==> config.mk <==
export PLATFORM = sky130hd
export DESIGN_NAME = servo_long_packet_framer_flat
export DESIGN_NICKNAME = d
export VERILOG_FILES = /design/src/rtl/slpf_pkg.sv /design/src/rtl/slpf_intf.sv /design/src/rtl/slpf_front.sv /design/src/rtl/slpf_cmd_fifo.sv /design/src/rtl/slpf_back.sv /design/src/rtl/servo_long_packet_framer.sv /design/src/flat_wrapper.sv
export SDC_FILE = /design/constraint.sdc
export NUM_CORES = 1
export LEC_CHECK = 0
export BUFFER_PORTS_ARGS = -buffer_cell sky130_fd_sc_hd__buf_4
export CAP_MARGIN = 40
export CORE_MARGIN = 2
export CORE_UTILIZATION = 30
export DETAILED_ROUTE_END_ITERATION = 10
export PLACE_DENSITY = 0.47
export SKIP_CTS_REPAIR_TIMING = 1
export SKIP_LAST_GASP = 1
export SYNTH_ARGS = -nofsm -noshare
export SYNTH_HDL_FRONTEND = slang
export SYNTH_SLANG_ARGS = --single-unit
==> constraint.sdc <==
create_clock -name i_clk -period 3.22 [get_ports i_clk]
set_input_delay 0.644 -clock i_clk [delete_from_list [all_inputs] [get_ports i_clk]]
set_output_delay 0.644 -clock i_clk [all_outputs]
set_load 0.03 [all_outputs]
==> src/rtl/slpf_pkg.sv <==
`timescale 1ns / 1ps
// ----------------------------------------------------------------------------
// slpf_pkg - shared types and constants of the servo long packet framer
// Command codes, command record and the fixed byte tables of the packets.
// ----------------------------------------------------------------------------
package slpf_pkg;

    // command kinds queued from front to back
    localparam logic [1:0] KIND_TORQUE = 2'd0;
    localparam logic [1:0] KIND_OPEN   = 2'd1;
    localparam logic [1:0] KIND_ENTRY  = 2'd2;

    // byte steps of a motion packet
    localparam logic [3:0] STEP_HDR0  = 4'd0;
    localparam logic [3:0] STEP_CNT   = 4'd6;
    localparam logic [3:0] STEP_ID    = 4'd7;
    localparam logic [3:0] STEP_POSL  = 4'd8;
    localparam logic [3:0] STEP_POSH  = 4'd9;
    localparam logic [3:0] STEP_TIML  = 4'd10;
    localparam logic [3:0] STEP_TIMH  = 4'd11;
    localparam logic [3:0] STEP_SUM   = 4'd12;
    localparam logic [3:0] STEP_SUMD0 = 4'd2;   // first byte inside the checksum
    localparam logic [3:0] TQ_LAST    = 4'd9;

    localparam logic [7:0] BYTE_SYNC0 = 8'hFA;
    localparam logic [7:0] BYTE_SYNC1 = 8'hAF;
    localparam logic [7:0] BYTE_ADDR  = 8'h1E;
    localparam logic [7:0] BYTE_LEN   = 8'h05;

    typedef logic [7:0] t_byte;

    localparam t_byte TQ_PKT [10] = '{
        8'hFA, 8'hAF, 8'h00, 8'h00, 8'h24, 8'h02, 8'h01, 8'h01, 8'h01, 8'h27
    };

    typedef struct packed {
        logic [1:0]         kind;
        logic               close;      // checksum follows this command
        logic [7:0]         cnt;
        logic [7:0]         id;
        logic signed [15:0] pos;
        logic signed [15:0] tim;
    } t_cmd;

    // header bytes of a motion packet, steps 0 to 6
    function automatic t_byte hdr_byte(input logic [3:0] step, input t_byte cnt);
        t_byte b;
        b = 8'h00;
        case (step)
            4'd0:    b = BYTE_SYNC0;
            4'd1:    b = BYTE_SYNC1;
            4'd4:    b = BYTE_ADDR;
            4'd5:    b = BYTE_LEN;
            4'd6:    b = cnt;
            default: b = 8'h00;
        endcase
        return b;
    endfunction

endpackage

==> src/rtl/slpf_intf.sv <==
`timescale 1ns / 1ps
// ----------------------------------------------------------------------------
// slpf_intf - channel interfaces of the servo long packet framer
// Input entry channel and output byte channel, valid/ready handshake.
// ----------------------------------------------------------------------------
interface slpf_in_if;
    logic               valid;
    logic               ready;
    logic               opcode;
    logic [7:0]         servo_id;
    logic signed [15:0] target_position;
    logic signed [15:0] move_time;
    logic [7:0]         entry_count;

    modport source (output valid, opcode, servo_id, target_position, move_time,
                    entry_count, input ready);
    modport sink   (input valid, opcode, servo_id, target_position, move_time,
                    entry_count, output ready);
endinterface

interface slpf_out_if;
    logic       valid;
    logic       ready;
    logic [7:0] out_byte;
    logic       packet_end;

    modport source (output valid, out_byte, packet_end, input ready);
    modport sink   (input valid, out_byte, packet_end, output ready);
endinterface

==> src/rtl/slpf_front.sv <==
`timescale 1ns / 1ps
// ----------------------------------------------------------------------------
// slpf_front - entry classifier
// Tracks the open packet and turns each transfer into a queued command.
// ----------------------------------------------------------------------------
module slpf_front (
    input  logic          i_clk,
    input  logic          i_rst_n,
    slpf_in_if.sink       i_in,
    input  logic          i_full,
    output logic          o_push,
    output slpf_pkg::t_cmd o_cmd
);
    import slpf_pkg::*;

    logic       r_in_packet, n_in_packet;
    logic [7:0] r_left, n_left;
    logic       take;

    assign i_in.ready = !i_full;
    assign take       = i_in.valid && !i_full;

    always_comb begin
        n_in_packet = r_in_packet;
        n_left      = r_left;
        o_push      = 1'b0;
        o_cmd.kind  = KIND_ENTRY;
        o_cmd.close = 1'b0;
        o_cmd.cnt   = i_in.entry_count;
        o_cmd.id    = i_in.servo_id;
        o_cmd.pos   = i_in.target_position;
        o_cmd.tim   = i_in.move_time;
        if (take) begin
            if (i_in.opcode) begin
                // torque request is dropped while a packet is open
                o_push     = !r_in_packet;
                o_cmd.kind = KIND_TORQUE;
            end else if (!r_in_packet) begin
                o_push      = 1'b1;
                o_cmd.kind  = KIND_OPEN;
                o_cmd.close = (i_in.entry_count <= 8'd1);
                n_in_packet = (i_in.entry_count > 8'd1);
                n_left      = i_in.entry_count - 8'd1;
            end else begin
                o_push      = 1'b1;
                o_cmd.close = (r_left == 8'd1);
                n_in_packet = (r_left != 8'd1);
                n_left      = r_left - 8'd1;
            end
        end
    end

    always_ff @(posedge i_clk) begin
        if (!i_rst_n) begin
            r_in_packet <= 1'b0;
            r_left      <= 8'd0;
        end else begin
            r_in_packet <= n_in_packet;
            r_left      <= n_left;
        end
    end

endmodule

==> src/rtl/slpf_cmd_fifo.sv <==
`timescale 1ns / 1ps
// ----------------------------------------------------------------------------
// slpf_cmd_fifo - command queue
// Short register queue between classifier and byte sequencer.
// ----------------------------------------------------------------------------
module slpf_cmd_fifo #(
    parameter int DEPTH = 4
) (
    input  logic           i_clk,
    input  logic           i_rst_n,
    input  logic           i_push,
    input  slpf_pkg::t_cmd i_cmd,
    output logic           o_full,
    input  logic           i_pop,
    output logic           o_valid,
    output slpf_pkg::t_cmd o_cmd
);
    import slpf_pkg::*;

    localparam int PW = (DEPTH > 1) ? $clog2(DEPTH) : 1;
    localparam int CW = $clog2(DEPTH + 1);

    t_cmd          r_mem [DEPTH];
    logic [PW-1:0] r_wp, r_rp;
    logic [CW-1:0] r_cnt;
    logic          push, pop;

    assign o_full  = (r_cnt == CW'(DEPTH));
    assign o_valid = (r_cnt != '0);
    assign o_cmd   = r_mem[r_rp];
    assign push    = i_push && !o_full;
    assign pop     = i_pop && o_valid;

    always_ff @(posedge i_clk) begin
        if (push) r_mem[r_wp] <= i_cmd;
    end

    always_ff @(posedge i_clk) begin
        if (!i_rst_n) begin
            r_wp  <= '0;
            r_rp  <= '0;
            r_cnt <= '0;
        end else begin
            if (push) r_wp <= (r_wp == PW'(DEPTH - 1)) ? '0 : r_wp + 1'b1;
            if (pop)  r_rp <= (r_rp == PW'(DEPTH - 1)) ? '0 : r_rp + 1'b1;
            r_cnt <= r_cnt + CW'(push) - CW'(pop);
        end
    end

endmodule

==> src/rtl/slpf_back.sv <==
`timescale 1ns / 1ps
// ----------------------------------------------------------------------------
// slpf_back - byte sequencer
// Steps commands one byte a cycle, unless stalled, into the output register.
// ----------------------------------------------------------------------------
module slpf_back (
    input  logic           i_clk,
    input  logic           i_rst_n,
    input  logic           i_valid,
    input  slpf_pkg::t_cmd i_cmd,
    output logic           o_pop,
    slpf_out_if.source     o_out
);
    import slpf_pkg::*;

    t_cmd       r_cmd;
    logic       r_busy;
    logic [3:0] r_step;
    t_byte      r_xor;
    logic       r_ov, r_oe;
    t_byte      r_ob;

    logic       adv, last, is_end, summed, torque;
    t_byte      cur;
    logic [3:0] n_step;

    assign torque = (r_cmd.kind == KIND_TORQUE);
    assign adv    = r_busy && (!r_ov || o_out.ready);

    always_comb begin
        cur    = 8'h00;
        is_end = 1'b0;
        last   = 1'b0;
        summed = 1'b0;
        n_step = r_step + 4'd1;
        unique case (r_cmd.kind)
            KIND_TORQUE: begin
                cur    = TQ_PKT[(r_step > TQ_LAST) ? TQ_LAST : r_step];
                is_end = (r_step == TQ_LAST);
                last   = is_end;
            end
            KIND_OPEN, KIND_ENTRY: begin
                summed = (r_step >= STEP_SUMD0) && (r_step <= STEP_TIMH);
                case (r_step)
                    STEP_ID:   cur = r_cmd.id;
                    STEP_POSL: cur = r_cmd.pos[7:0];
                    STEP_POSH: cur = r_cmd.pos[15:8];
                    STEP_TIML: cur = r_cmd.tim[7:0];
                    STEP_TIMH: cur = r_cmd.tim[15:8];
                    STEP_SUM:  cur = r_xor;
                    default:   cur = hdr_byte(r_step, r_cmd.cnt);
                endcase
                is_end = (r_step == STEP_SUM);
                last   = is_end || ((r_step == STEP_TIMH) && !r_cmd.close);
                // empty packet: header straight into the checksum
                if ((r_step == STEP_CNT) && (r_cmd.cnt == 8'd0)) n_step = STEP_SUM;
            end
            default: begin
                last = 1'b1;
            end
        endcase
    end

    assign o_pop = i_valid && (!r_busy || (adv && last));

    always_ff @(posedge i_clk) begin
        if (o_pop) r_cmd <= i_cmd;
        if (adv) begin
            r_ob <= cur;
            r_oe <= is_end;
        end
    end

    always_ff @(posedge i_clk) begin
        if (!i_rst_n) begin
            r_busy <= 1'b0;
            r_step <= STEP_HDR0;
            r_xor  <= 8'h00;
            r_ov   <= 1'b0;
        end else begin
            if (adv) begin
                if (!torque && (is_end || r_step == STEP_HDR0)) r_xor <= 8'h00;
                else if (summed)                                r_xor <= r_xor ^ cur;
            end
            if (o_pop) begin
                r_busy <= 1'b1;
                r_step <= (i_cmd.kind == KIND_ENTRY) ? STEP_ID : STEP_HDR0;
            end else if (adv) begin
                r_step <= n_step;
                if (last) r_busy <= 1'b0;
            end
            if (adv)              r_ov <= 1'b1;
            else if (o_out.ready) r_ov <= 1'b0;
        end
    end

    assign o_out.valid      = r_ov;
    assign o_out.out_byte   = r_ob;
    assign o_out.packet_end = r_oe;

`ifndef SYNTH
    a_motion_step: assert property (@(posedge i_clk) disable iff (!i_rst_n)
        (r_busy && !torque) |-> (r_step <= STEP_SUM))
        else $error("motion step out of range");
    a_torque_step: assert property (@(posedge i_clk) disable iff (!i_rst_n)
        (r_busy && torque) |-> (r_step <= TQ_LAST))
        else $error("torque step out of range");
    a_sum_clear: assert property (@(posedge i_clk) disable iff (!i_rst_n)
        (adv && is_end && !torque) |=> (r_xor == 8'h00))
        else $error("checksum not cleared after packet end");
`endif

endmodule

==> src/rtl/servo_long_packet_framer.sv <==
`timescale 1ns / 1ps
// ----------------------------------------------------------------------------
// servo_long_packet_framer - serial servo long packet builder
// Frames motion entries and torque requests into a checksummed byte stream.
// ----------------------------------------------------------------------------
//  channel | dir | payload                                             | transfer
//  i_in    | in  | opcode, servo_id, target_position, move_time,       | valid & ready
//          |     | entry_count                                         |
//  o_out   | out | out_byte, packet_end                                | valid & ready
//
//  One byte leaves per cycle through the output register while the output is
//  ready; that register sets the rate. A motion entry is 5 bytes, 6 with the
//  checksum, and the opening entry adds 7 header bytes; a torque packet is 10 bytes.
//  Synchronous active-low reset clears the packet state, queue and output.
//  A queue of QUEUE_DEPTH commands lets entries be taken while the output
//  stalls; the input stalls only once the queue is full.
// ----------------------------------------------------------------------------
module servo_long_packet_framer #(
    parameter int QUEUE_DEPTH = 4
) (
    input  logic       i_clk,
    input  logic       i_rst_n,
    slpf_in_if.sink    i_in,
    slpf_out_if.source o_out
);
    import slpf_pkg::*;

    logic full, push, pop, q_valid;
    t_cmd push_cmd, head_cmd;

    // front: tracks open packet, classifies each transfer
    slpf_front u_front (
        .i_clk   (i_clk),
        .i_rst_n (i_rst_n),
        .i_in    (i_in),
        .i_full  (full),
        .o_push  (push),
        .o_cmd   (push_cmd)
    );

    // decoupling queue
    slpf_cmd_fifo #(
        .DEPTH (QUEUE_DEPTH)
    ) u_fifo (
        .i_clk   (i_clk),
        .i_rst_n (i_rst_n),
        .i_push  (push),
        .i_cmd   (push_cmd),
        .o_full  (full),
        .i_pop   (pop),
        .o_valid (q_valid),
        .o_cmd   (head_cmd)
    );

    // back: byte sequencer and running checksum
    slpf_back u_back (
        .i_clk   (i_clk),
        .i_rst_n (i_rst_n),
        .i_valid (q_valid),
        .i_cmd   (head_cmd),
        .o_pop   (pop),
        .o_out   (o_out)
    );

endmodule
==> src/flat_wrapper.sv <==
// flat-port wrapper written by rule: the top's interface ports become plain ports
module servo_long_packet_framer_flat import slpf_pkg::*;
#(
    parameter int QUEUE_DEPTH = 4
)
  (i_clk, i_rst_n, i_in_valid, i_in_opcode, i_in_servo_id, i_in_target_position, i_in_move_time, i_in_entry_count, i_in_ready, o_out_valid, o_out_out_byte, o_out_packet_end, o_out_ready);
  slpf_in_if i_in_i ();
  slpf_out_if o_out_i ();
  input  logic i_clk;
  input  logic i_rst_n;
  input wire logic [$bits(i_in_i.valid)-1:0] i_in_valid;
  input wire logic [$bits(i_in_i.opcode)-1:0] i_in_opcode;
  input wire logic [$bits(i_in_i.servo_id)-1:0] i_in_servo_id;
  input wire logic [$bits(i_in_i.target_position)-1:0] i_in_target_position;
  input wire logic [$bits(i_in_i.move_time)-1:0] i_in_move_time;
  input wire logic [$bits(i_in_i.entry_count)-1:0] i_in_entry_count;
  output wire logic [$bits(i_in_i.ready)-1:0] i_in_ready;
  output wire logic [$bits(o_out_i.valid)-1:0] o_out_valid;
  output wire logic [$bits(o_out_i.out_byte)-1:0] o_out_out_byte;
  output wire logic [$bits(o_out_i.packet_end)-1:0] o_out_packet_end;
  input wire logic [$bits(o_out_i.ready)-1:0] o_out_ready;
  assign i_in_i.valid = i_in_valid;
  assign i_in_i.opcode = i_in_opcode;
  assign i_in_i.servo_id = i_in_servo_id;
  assign i_in_i.target_position = i_in_target_position;
  assign i_in_i.move_time = i_in_move_time;
  assign i_in_i.entry_count = i_in_entry_count;
  assign i_in_ready = i_in_i.ready;
  assign o_out_valid = o_out_i.valid;
  assign o_out_out_byte = o_out_i.out_byte;
  assign o_out_packet_end = o_out_i.packet_end;
  assign o_out_i.ready = o_out_ready;
  servo_long_packet_framer #(.QUEUE_DEPTH(QUEUE_DEPTH)) u_core (.i_clk(i_clk), .i_rst_n(i_rst_n), .i_in(i_in_i), .o_out(o_out_i));
endmodule
==> flow_metrics.py, run 1 <==
metrics = {
    "critical_path": {
        "cp_top_family": "adder cells",
        "reg2reg_depth": 15,
        "worst-setup-path-type": "reg2reg",
        "crit_slowest_cell": "dfxtp_1",
        "cp.required_ns": 3.67,
        "worst_setup_path_start_kind": "flop",
        "crit_path_frequent_cell": "inv_1",
        "path_cells": "inv_1 -> ha_1 -> and3_1 -> o21ai_1 -> a21boi_2 -> o32ai_4 -> inv_1 -> ha_1 -> inv_1 -> ha_1 -> inv_1 -> fa_1 -> xnor2_1 -> xnor2_1 -> and2_1",
        "rrSetupSlack_ns": 0.38,
        "critPathMaxStageDelay_ns": 0.38,
        "reg2reg_from": "u_core.u_back.r_step[0]",
        "crit-reg2reg-capture": "u_core.u_fifo.r_cnt[2]",
        "cp.arrival_ns": 3.29,
        "cp_max_fo": 5,
        "end_kind": "flop",
        "crit_buf_inv": 4,
    },
    "global_route": {
        "top_usage_layer": "met2",
        "gr-usage-met2_pct": 19.64,
        "grt_pass1_vias": 6567,
        "grt_use_met1_pct": 19.13,
        "grt_pass1_wl_mm": 40.88,
        "antenna_found_initial": 0,
        "overflow": 0,
        "grt_usage_pct": 12.98,
        "use_met3_pct": 2.408,
        "grt_max_degree": 44,
    },
    "die": {
        "num_rows": 73,
        "ios": 64,
        "start_util_pct": 30.30,
        "coreArea_um2": 39550,
        "die_h_um": 203.9,
        "die_w_um": 203.9,
        "die-area_um2": 41560,
    },
    "placed_design": {
        "routabilityCongestion": 0.8280,
        "place_hpwl_mm": 17.08,
        "numPortBuffers": 63,
        "post_dp_cell_area_um2": 13270,
    },
    "synthesis": {
        "syn_area_per_cell_um2": 16.90,
        "syn_area_um2": 11980,
        "yosys.area.top_type_share_pct": 66.15,
        "synth-main-ff-cell": "edfxtp_1",
        "synth_edf_count": 264,
        "synth_area_leaders": "edfxtp_1 (66%), mux4_2 (9.6%), dfxtp_1 (5.3%)",
        "synth_fp_nets": 781,
        "yosysTopAreaCell": "edfxtp_1",
        "synth-seq-area-share_pct": 71.50,
        "ys_seq_elements": 296,
        "async_reset_ff_share_pct": 0,
        "synth_warnings": 0,
        "synth_cell_type_count": 69,
        "synthCells": 709,
    },
    "finish": {
        "n_antenna_cell": 0,
        "num-fill-cells": 3726,
        "regArea_um2": 8573,
        "drive_gt1_share_pct": 25.09,
        "syn2layout_area_growth_pct": 19.64,
        "multi_input_area_um2": 3146,
        "nets": 867,
        "fin_area_um2": 14340,
    },
    "sta": {
        "period_share_pct": 88.16,
        "max_slew_margin_pct": 53.93,
        "period_needed_ns": 2.839,
        "fin_setup_tns_ns": 0,
        "tightest_slew_ns": 0.6910,
        "setup_viol": 0,
        "drv_slew": 0,
        "finClkSkew_ns": 0.01245,
        "finalHoldViolCount": 0,
        "fmax_ghz": 0.3523,
        "grt_setup_unrepaired": "no",
        "whs_ns": 0.2866,
    },
    "clock_tree": {
        "htreeDepth": 1,
        "cts_sinks": 296,
        "cts_tree": "yes",
        "max-clock-path-buffers": 3,
        "clkSlewWorstSetupHoldPaths_ns": 0.06,
        "clockRootBuffer": "clkbuf_16",
        "clk_latency_ns": 0.56,
        "cts_inserted_buffers": 31,
    },
    "route": {
        "vias": 6432,
        "drt_iter0_markers": 446,
        "wirelength_mm": 26.46,
        "viasPerCell": 4.793,
        "wl_per_cell_um": 19.72,
        "ant_nets": 0,
        "drc": 0,
        "drt-pass1-iter-count": 5,
    },
    "min_path": {
        "whs_path_depth": 1,
        "hold_path.class": "in2reg",
        "min_from": "i_in_move_time[6]",
        "worstHoldEndpoint": "u_core.u_fifo.r_mem[1][6]",
    },
    "job": {
        "maxCapViolCount": 0,
    },
    "outcome": {
        "outcome": "completed",
    },
    "power_and_ir_drop": {
        "leakagePower_uw": 0.004693,
        "vdd_drop_max_uv": 326.3,
        "p_per_area_nw_per_um2": 891.9,
    },
}
==> layout make-up <==
cell class / count / share of cell area, %
flip-flops and latches: 296 / 59.80
multi-input cells: 349 / 21.94
repair buffers: 92 / 5.603
clock buffers: 37 / 5.568
well taps: 525 / 4.582
clock inverters: 18 / 1.859
inverters: 25 / 0.6545
==> cells in the final DEF (no fill, tap or decap), drive strengths merged, types with 4 or more instances in the layout <==
master,synthesis,final
mux4,51,51
nand2,31,31
o22ai,6,6
edfxtp,264,264
nor4b,4,4
bufinv,0,7
nand3,13,13
or3,7,7
a22oi,16,16
a211oi,7,7
dfxtp,32,32
nor2,23,23
clkbuf,15,37
ha,18,18
buf,24,92
o21ai,29,29
inv,25,25
a31oi,4,4
nand2b,5,5
nor4,4,4
xnor2,8,8
nor2b,13,13
mux2i,7,7
a21oi,27,27
nor3,9,9
clkinv,0,8
and2,9,9
==> how the worst max path moves through the flow <==
stage / startpoint / end / cells after the start
after floorplan: u_core.u_back.r_step[0] / u_core.u_fifo.r_cnt[2] / 17
after global placement: u_core.u_back.r_step[0] / u_core.u_fifo.r_cnt[2] / 15
after detailed placement: u_core.u_back.r_step[0] / u_core.u_fifo.r_cnt[2] / 15
after CTS: u_core.u_back.r_step[0] / u_core.u_fifo.r_cnt[2] / 15
after global routing: u_core.u_back.r_step[0] / u_core.u_fifo.r_cnt[2] / 15
final: u_core.u_back.r_step[0] / u_core.u_fifo.r_cnt[2] / 15
==> per-layer routing <==
metal | share of wire, % | routed length [um]
met4 | 1.8 | 467
met3 | 5.2 | 1371
met1 | 49 | 12930
met2 | 44 | 11690
met5 | 0 | 0
==> worst reg2reg max path: cells and delay by family (launching register included) <==
family / cells / cell delay (ns)
adder cells (fa/ha/maj): 4 / 1.01
AND/OR/NAND/NOR: 2 / 0.35
flip-flops: 1 / 0.38
buffers and inverters: 4 / 0.29
XOR/XNOR: 2 / 0.27
AO/OA/AOI/OAI: 3 / 0.45
==> cells in the mapped netlist, types with 4 or more instances <==
| master | instances |
|---|---|
| clkbuf_1 | 15 |
| nand3_1 | 13 |
| nand2_1 | 31 |
| dfxtp_1 | 32 |
| nor4_1 | 4 |
| o21ai_0 | 25 |
| mux4_2 | 51 |
| nor3_1 | 9 |
| nor2_1 | 23 |
| a21oi_1 | 27 |
| nand2b_1 | 4 |
| mux2i_1 | 7 |
| nor2b_1 | 13 |
| a22oi_1 | 16 |
| buf_2 | 19 |
| inv_1 | 24 |
| a31oi_1 | 4 |
| xnor2_1 | 8 |
| or3_1 | 7 |
| edfxtp_1 | 264 |
| a211oi_1 | 6 |
| and2_1 | 9 |
| o22ai_1 | 6 |
| nor4b_1 | 4 |
| ha_1 | 18 |
==> cell families after synthesis <==
group / Yosys count / synth area share (%)
flip-flops: 296 / 71.50
XOR/XNOR: 10 / 0.7309
multiplexers: 58 / 10.17
adder cells (fa/ha/maj): 19 / 2.046
AND/OR/NAND/NOR: 137 / 6.118
buffers and inverters: 64 / 2.391
AO/OA/AOI/OAI: 125 / 7.048
==> flip-flops by register name, indices dropped and copies added, names as in the netlist, named ones only <==
signal and flops:
u_core.u_back.r_busy 1, u_core.u_back.o_out.out_byte 8, u_core.u_fifo.r_mem 204, u_core.u_back.r_xor 8, u_core.u_front.r_left 8, u_core.u_back.r_cmd 51
u_core.u_back.o_out.valid 1, u_core.u_fifo.r_cnt 3, u_core.u_back.r_step 4, u_core.u_fifo.r_rp 2, u_core.u_back.o_out.packet_end 1, u_core.u_front.r_in_packet 1
u_core.u_fifo.r_wp 2
==> where the power goes <==
part	total (uW)	internal [uW]	leakage (uW)	switching, uW
registers	5630	5210	0.00271	424
logic	3410	1440	0.00148	1970
clock network	3740	2310	0.000508	1430
total	12800	8960	0.00469	3830
==> stage by stage <==
step	power (uW)	utilization (%)	std cells	setup WS [ns]
after floorplan	7884	-	709	0.1060
after global placement	9208	33.56	1287	0.3874
after detailed placement	9185	33.56	1287	0.3675
after CTS	12970	36.25	1342	0.3586
after global routing	13460	36.25	1342	0.1206
final	12790	36.25	1342	0.3812
Note: power is estimated with default switching activity, not from simulation.
==> run 2: changes to the inputs <==
Settings changed: ABC_AREA set to 1.
==> run 2 against run 1 <==
Compared with the run above: maximum frequency hardly changed; final cell count is 26% higher; count of clock-buffer cells in the layout is 7 higher; wire length is 9.2% higher; power is 4.3% higher; non-clock buffer count is 1 lower; synthesized cell count is 50% higher; critical endpoint unchanged; largest cell class unchanged; highest routed layer unchanged.
==> flow_metrics.py, run 2 <==
metrics = {
    "die": {
        "die_w_um": 206.3,
        "die_h_um": 206.3,
        "die-area_um2": 42580,
        "ios": 64,
        "coreArea_um2": 40650,
        "start_util_pct": 30.22,
        "num_rows": 74,
    },
    "synthesis": {
        "synth_compound_area_share_pct": 9.361,
        "synth.most_common_cell": "edfxtp_1",
        "synthCells": 1060,
        "synth_area_leaders": "edfxtp_1 (65%), nor2_1 (5.6%), dfxtp_1 (5.2%)",
        "synth_cell_type_count": 37,
        "synth_warnings": 0,
        "yosys.area_share.simple_pct": 14.09,
        "async_reset_ff_share_pct": 0,
        "synth_fp_nets": 1132,
        "syn_area_um2": 12280,
        "synth-seq-area-share_pct": 69.76,
        "ys_seq_elements": 296,
        "synth_edf_count": 264,
        "yosys.area.top_type_share_pct": 64.54,
        "ys_top_cells_by_count": "edfxtp_1 (264), nor2_1 (183), o21ai_0 (115)",
        "synthMuxAreaShare_pct": 0,
        "synth_fa_ha_area_share_pct": 1.997,
        "synth_top_family_by_area": "simple AND/OR/NAND/NOR gates",
        "synth-main-ff-cell": "edfxtp_1",
        "syn_area_per_cell_um2": 11.59,
        "yosysTopAreaCell": "edfxtp_1",
        "synth_xor_area_share_pct": 0.7130,
    },
    "global_route": {
        "grt_pass1_wl_mm": 45.81,
        "overflow": 0,
        "grt_pass1_vias": 7815,
        "grt_usage_pct": 14.09,
        "grt_max_degree": 95,
        "antenna_found_initial": 0,
    },
    "critical_path": {
        "path_cells": "inv_1 -> ha_1 -> inv_1 -> nor2_4 -> nand2_1 -> o21ai_1 -> inv_1 -> nand3_1 -> nand2_1 -> nand2_2 -> nand2_2 -> inv_1 -> ha_1 -> inv_1 -> ha_1 -> inv_1 -> fa_1 -> inv_1 -> o21ai_0 -> a21oi_1",
        "critPathMaxStageDelay_ns": 0.41,
        "cp.required_ns": 3.67,
        "worst_setup_path_start_kind": "flop",
        "crit_path_frequent_cell": "inv_1",
        "worst-setup-path-type": "reg2reg",
        "cp_max_fo": 6,
        "crit_buf_inv": 7,
        "cp.arrival_ns": 3.29,
        "cp_top_family": "adder cells",
        "end_kind": "flop",
        "crit_slowest_cell": "dfxtp_1",
    },
    "clock_tree": {
        "cts_tree": "yes",
        "htreeDepth": 2,
        "max-clock-path-buffers": 3,
        "clockRootBuffer": "clkbuf_16",
        "clk_latency_ns": 0.53,
        "cts_inserted_buffers": 35,
        "clkSlewWorstSetupHoldPaths_ns": 0.06,
        "cts_sinks": 296,
    },
    "route": {
        "wl_per_cell_um": 17.04,
        "wirelength_mm": 28.89,
        "vias": 7907,
        "viasPerCell": 4.665,
        "drt_iter0_markers": 569,
        "drc": 0,
        "drt-pass1-iter-count": 5,
        "ant_nets": 0,
    },
    "min_path": {
        "hold_path.class": "in2reg",
    },
    "placed_design": {
        "place_hpwl_mm": 18.21,
        "numPortBuffers": 63,
        "routabilityCongestion": 0.8718,
    },
    "sta": {
        "setup_viol": 0,
        "period_needed_ns": 2.837,
        "fin_setup_tns_ns": 0,
        "finClkSkew_ns": 0.02228,
        "finalHoldViolCount": 0,
        "drv_slew": 0,
        "fmax_ghz": 0.3525,
        "max_slew_margin_pct": 56.79,
        "tightest_slew_ns": 0.6466,
        "period_share_pct": 88.11,
        "grt_setup_unrepaired": "no",
    },
    "finish": {
        "largestRegisters": "u_core.u_fifo.r_mem (204), u_core.u_back.r_cmd (51)",
        "final_cell_mix": "edfxtp_1 (264), nor2_1 (179), o21ai_0 (115)",
        "regArea_um2": 8571,
        "final_common_cell": "edfxtp_1",
        "largest-register": "u_core.u_fifo.r_mem",
        "largest_reg_flops": 204,
        "syn2layout_area_growth_pct": 19.62,
        "drive_gt1_share_pct": 14.53,
        "nets": 1211,
        "n_antenna_cell": 0,
        "num-fill-cells": 3960,
        "multi_input_area_um2": 3243,
    },
    "power_and_ir_drop": {
        "vdd_drop_max_uv": 367.1,
        "p_per_area_nw_per_um2": 907.3,
        "power_uw": 13330,
        "leakagePower_uw": 0.005297,
    },
    "job": {
        "maxCapViolCount": 0,
    },
    "outcome": {
        "outcome": "completed",
    },
}
## run 2: changes by cell type after synthesis, moves of 44 or more
cell     delta
inv_1      +48
mux4_2     -51
nand2_1    +66
nand3_1    +49
nor2_1    +160
o21ai_0    +90
o22ai_1    +44
## run 2: where the power goes
group          internal [uW]  switching [uW]
clock                   2320            1540
combinational           1170            2650
sequential              5290             356
total                   8780            4550
## run 2: kinds of logic (layout without fill, tap and decap cells)
kind of cell             Yosys count  in the layout
AND/OR/NAND/NOR                  396            396
flip-flops                       296            296
XOR/XNOR                          10             10
adder cells (fa/ha/maj)           19             19
buffers and inverters            128            231
AO/OA/AOI/OAI                    211            211
## run 2: path summary, 6_finish.rpt
| check | from | endpoint | slack, ns | depth (start not counted) |
|---|---|---|---|---|
| setup / recovery | u_core.u_back.r_step[0] | u_core.u_fifo.r_cnt[2] | 0.38 | 20 |
| hold / removal | i_in_move_time[2] | u_core.u_fifo.r_mem[2][2] | 0.31 | 1 |
| setup reg to reg | u_core.u_back.r_step[0] | u_core.u_fifo.r_cnt[2] | 0.38 | 20 |
| hold reg to reg | u_core.u_front.r_left[5] | u_core.u_front.r_left[5] | 0.50 | 2 |
## run 2: cell type report
type	instances	area share [%]
tap	532	4.530
multi-input combinational	636	22.07
inverter	79	2.018
timing repair buffer	91	5.416
sequential	296	58.33
clock buffer	44	6.404
clock inverter	17	1.226
## run 2: per-layer routing
metal	share of wire (%)	GRT usage, %	vias up
li1	-	-	3939
met1	49	20.37	3781
met2	45	21.90	152
met3	3.8	2.097	35
met4	1.7	4.107	0
met5	0	0	-
## run 2: through the flow
stage | hold slack, ns | setup WS (ns) | cells | cell area (um2) | utilization, %
global placement | 0.4768 | 0.3785 | 1634 | 13570 | 33.39
finish | 0.3141 | 0.3830 | 1695 | 14690 | 36.15
floorplan | 0.4522 | -0.5425 | 1060 | 12280 | -
global route | 0.3007 | 0.05868 | 1695 | 14690 | 36.15
detailed placement | 0.4884 | 0.2788 | 1634 | 13570 | 33.39
CTS | 0.2949 | 0.2515 | 1695 | 14690 | 36.14
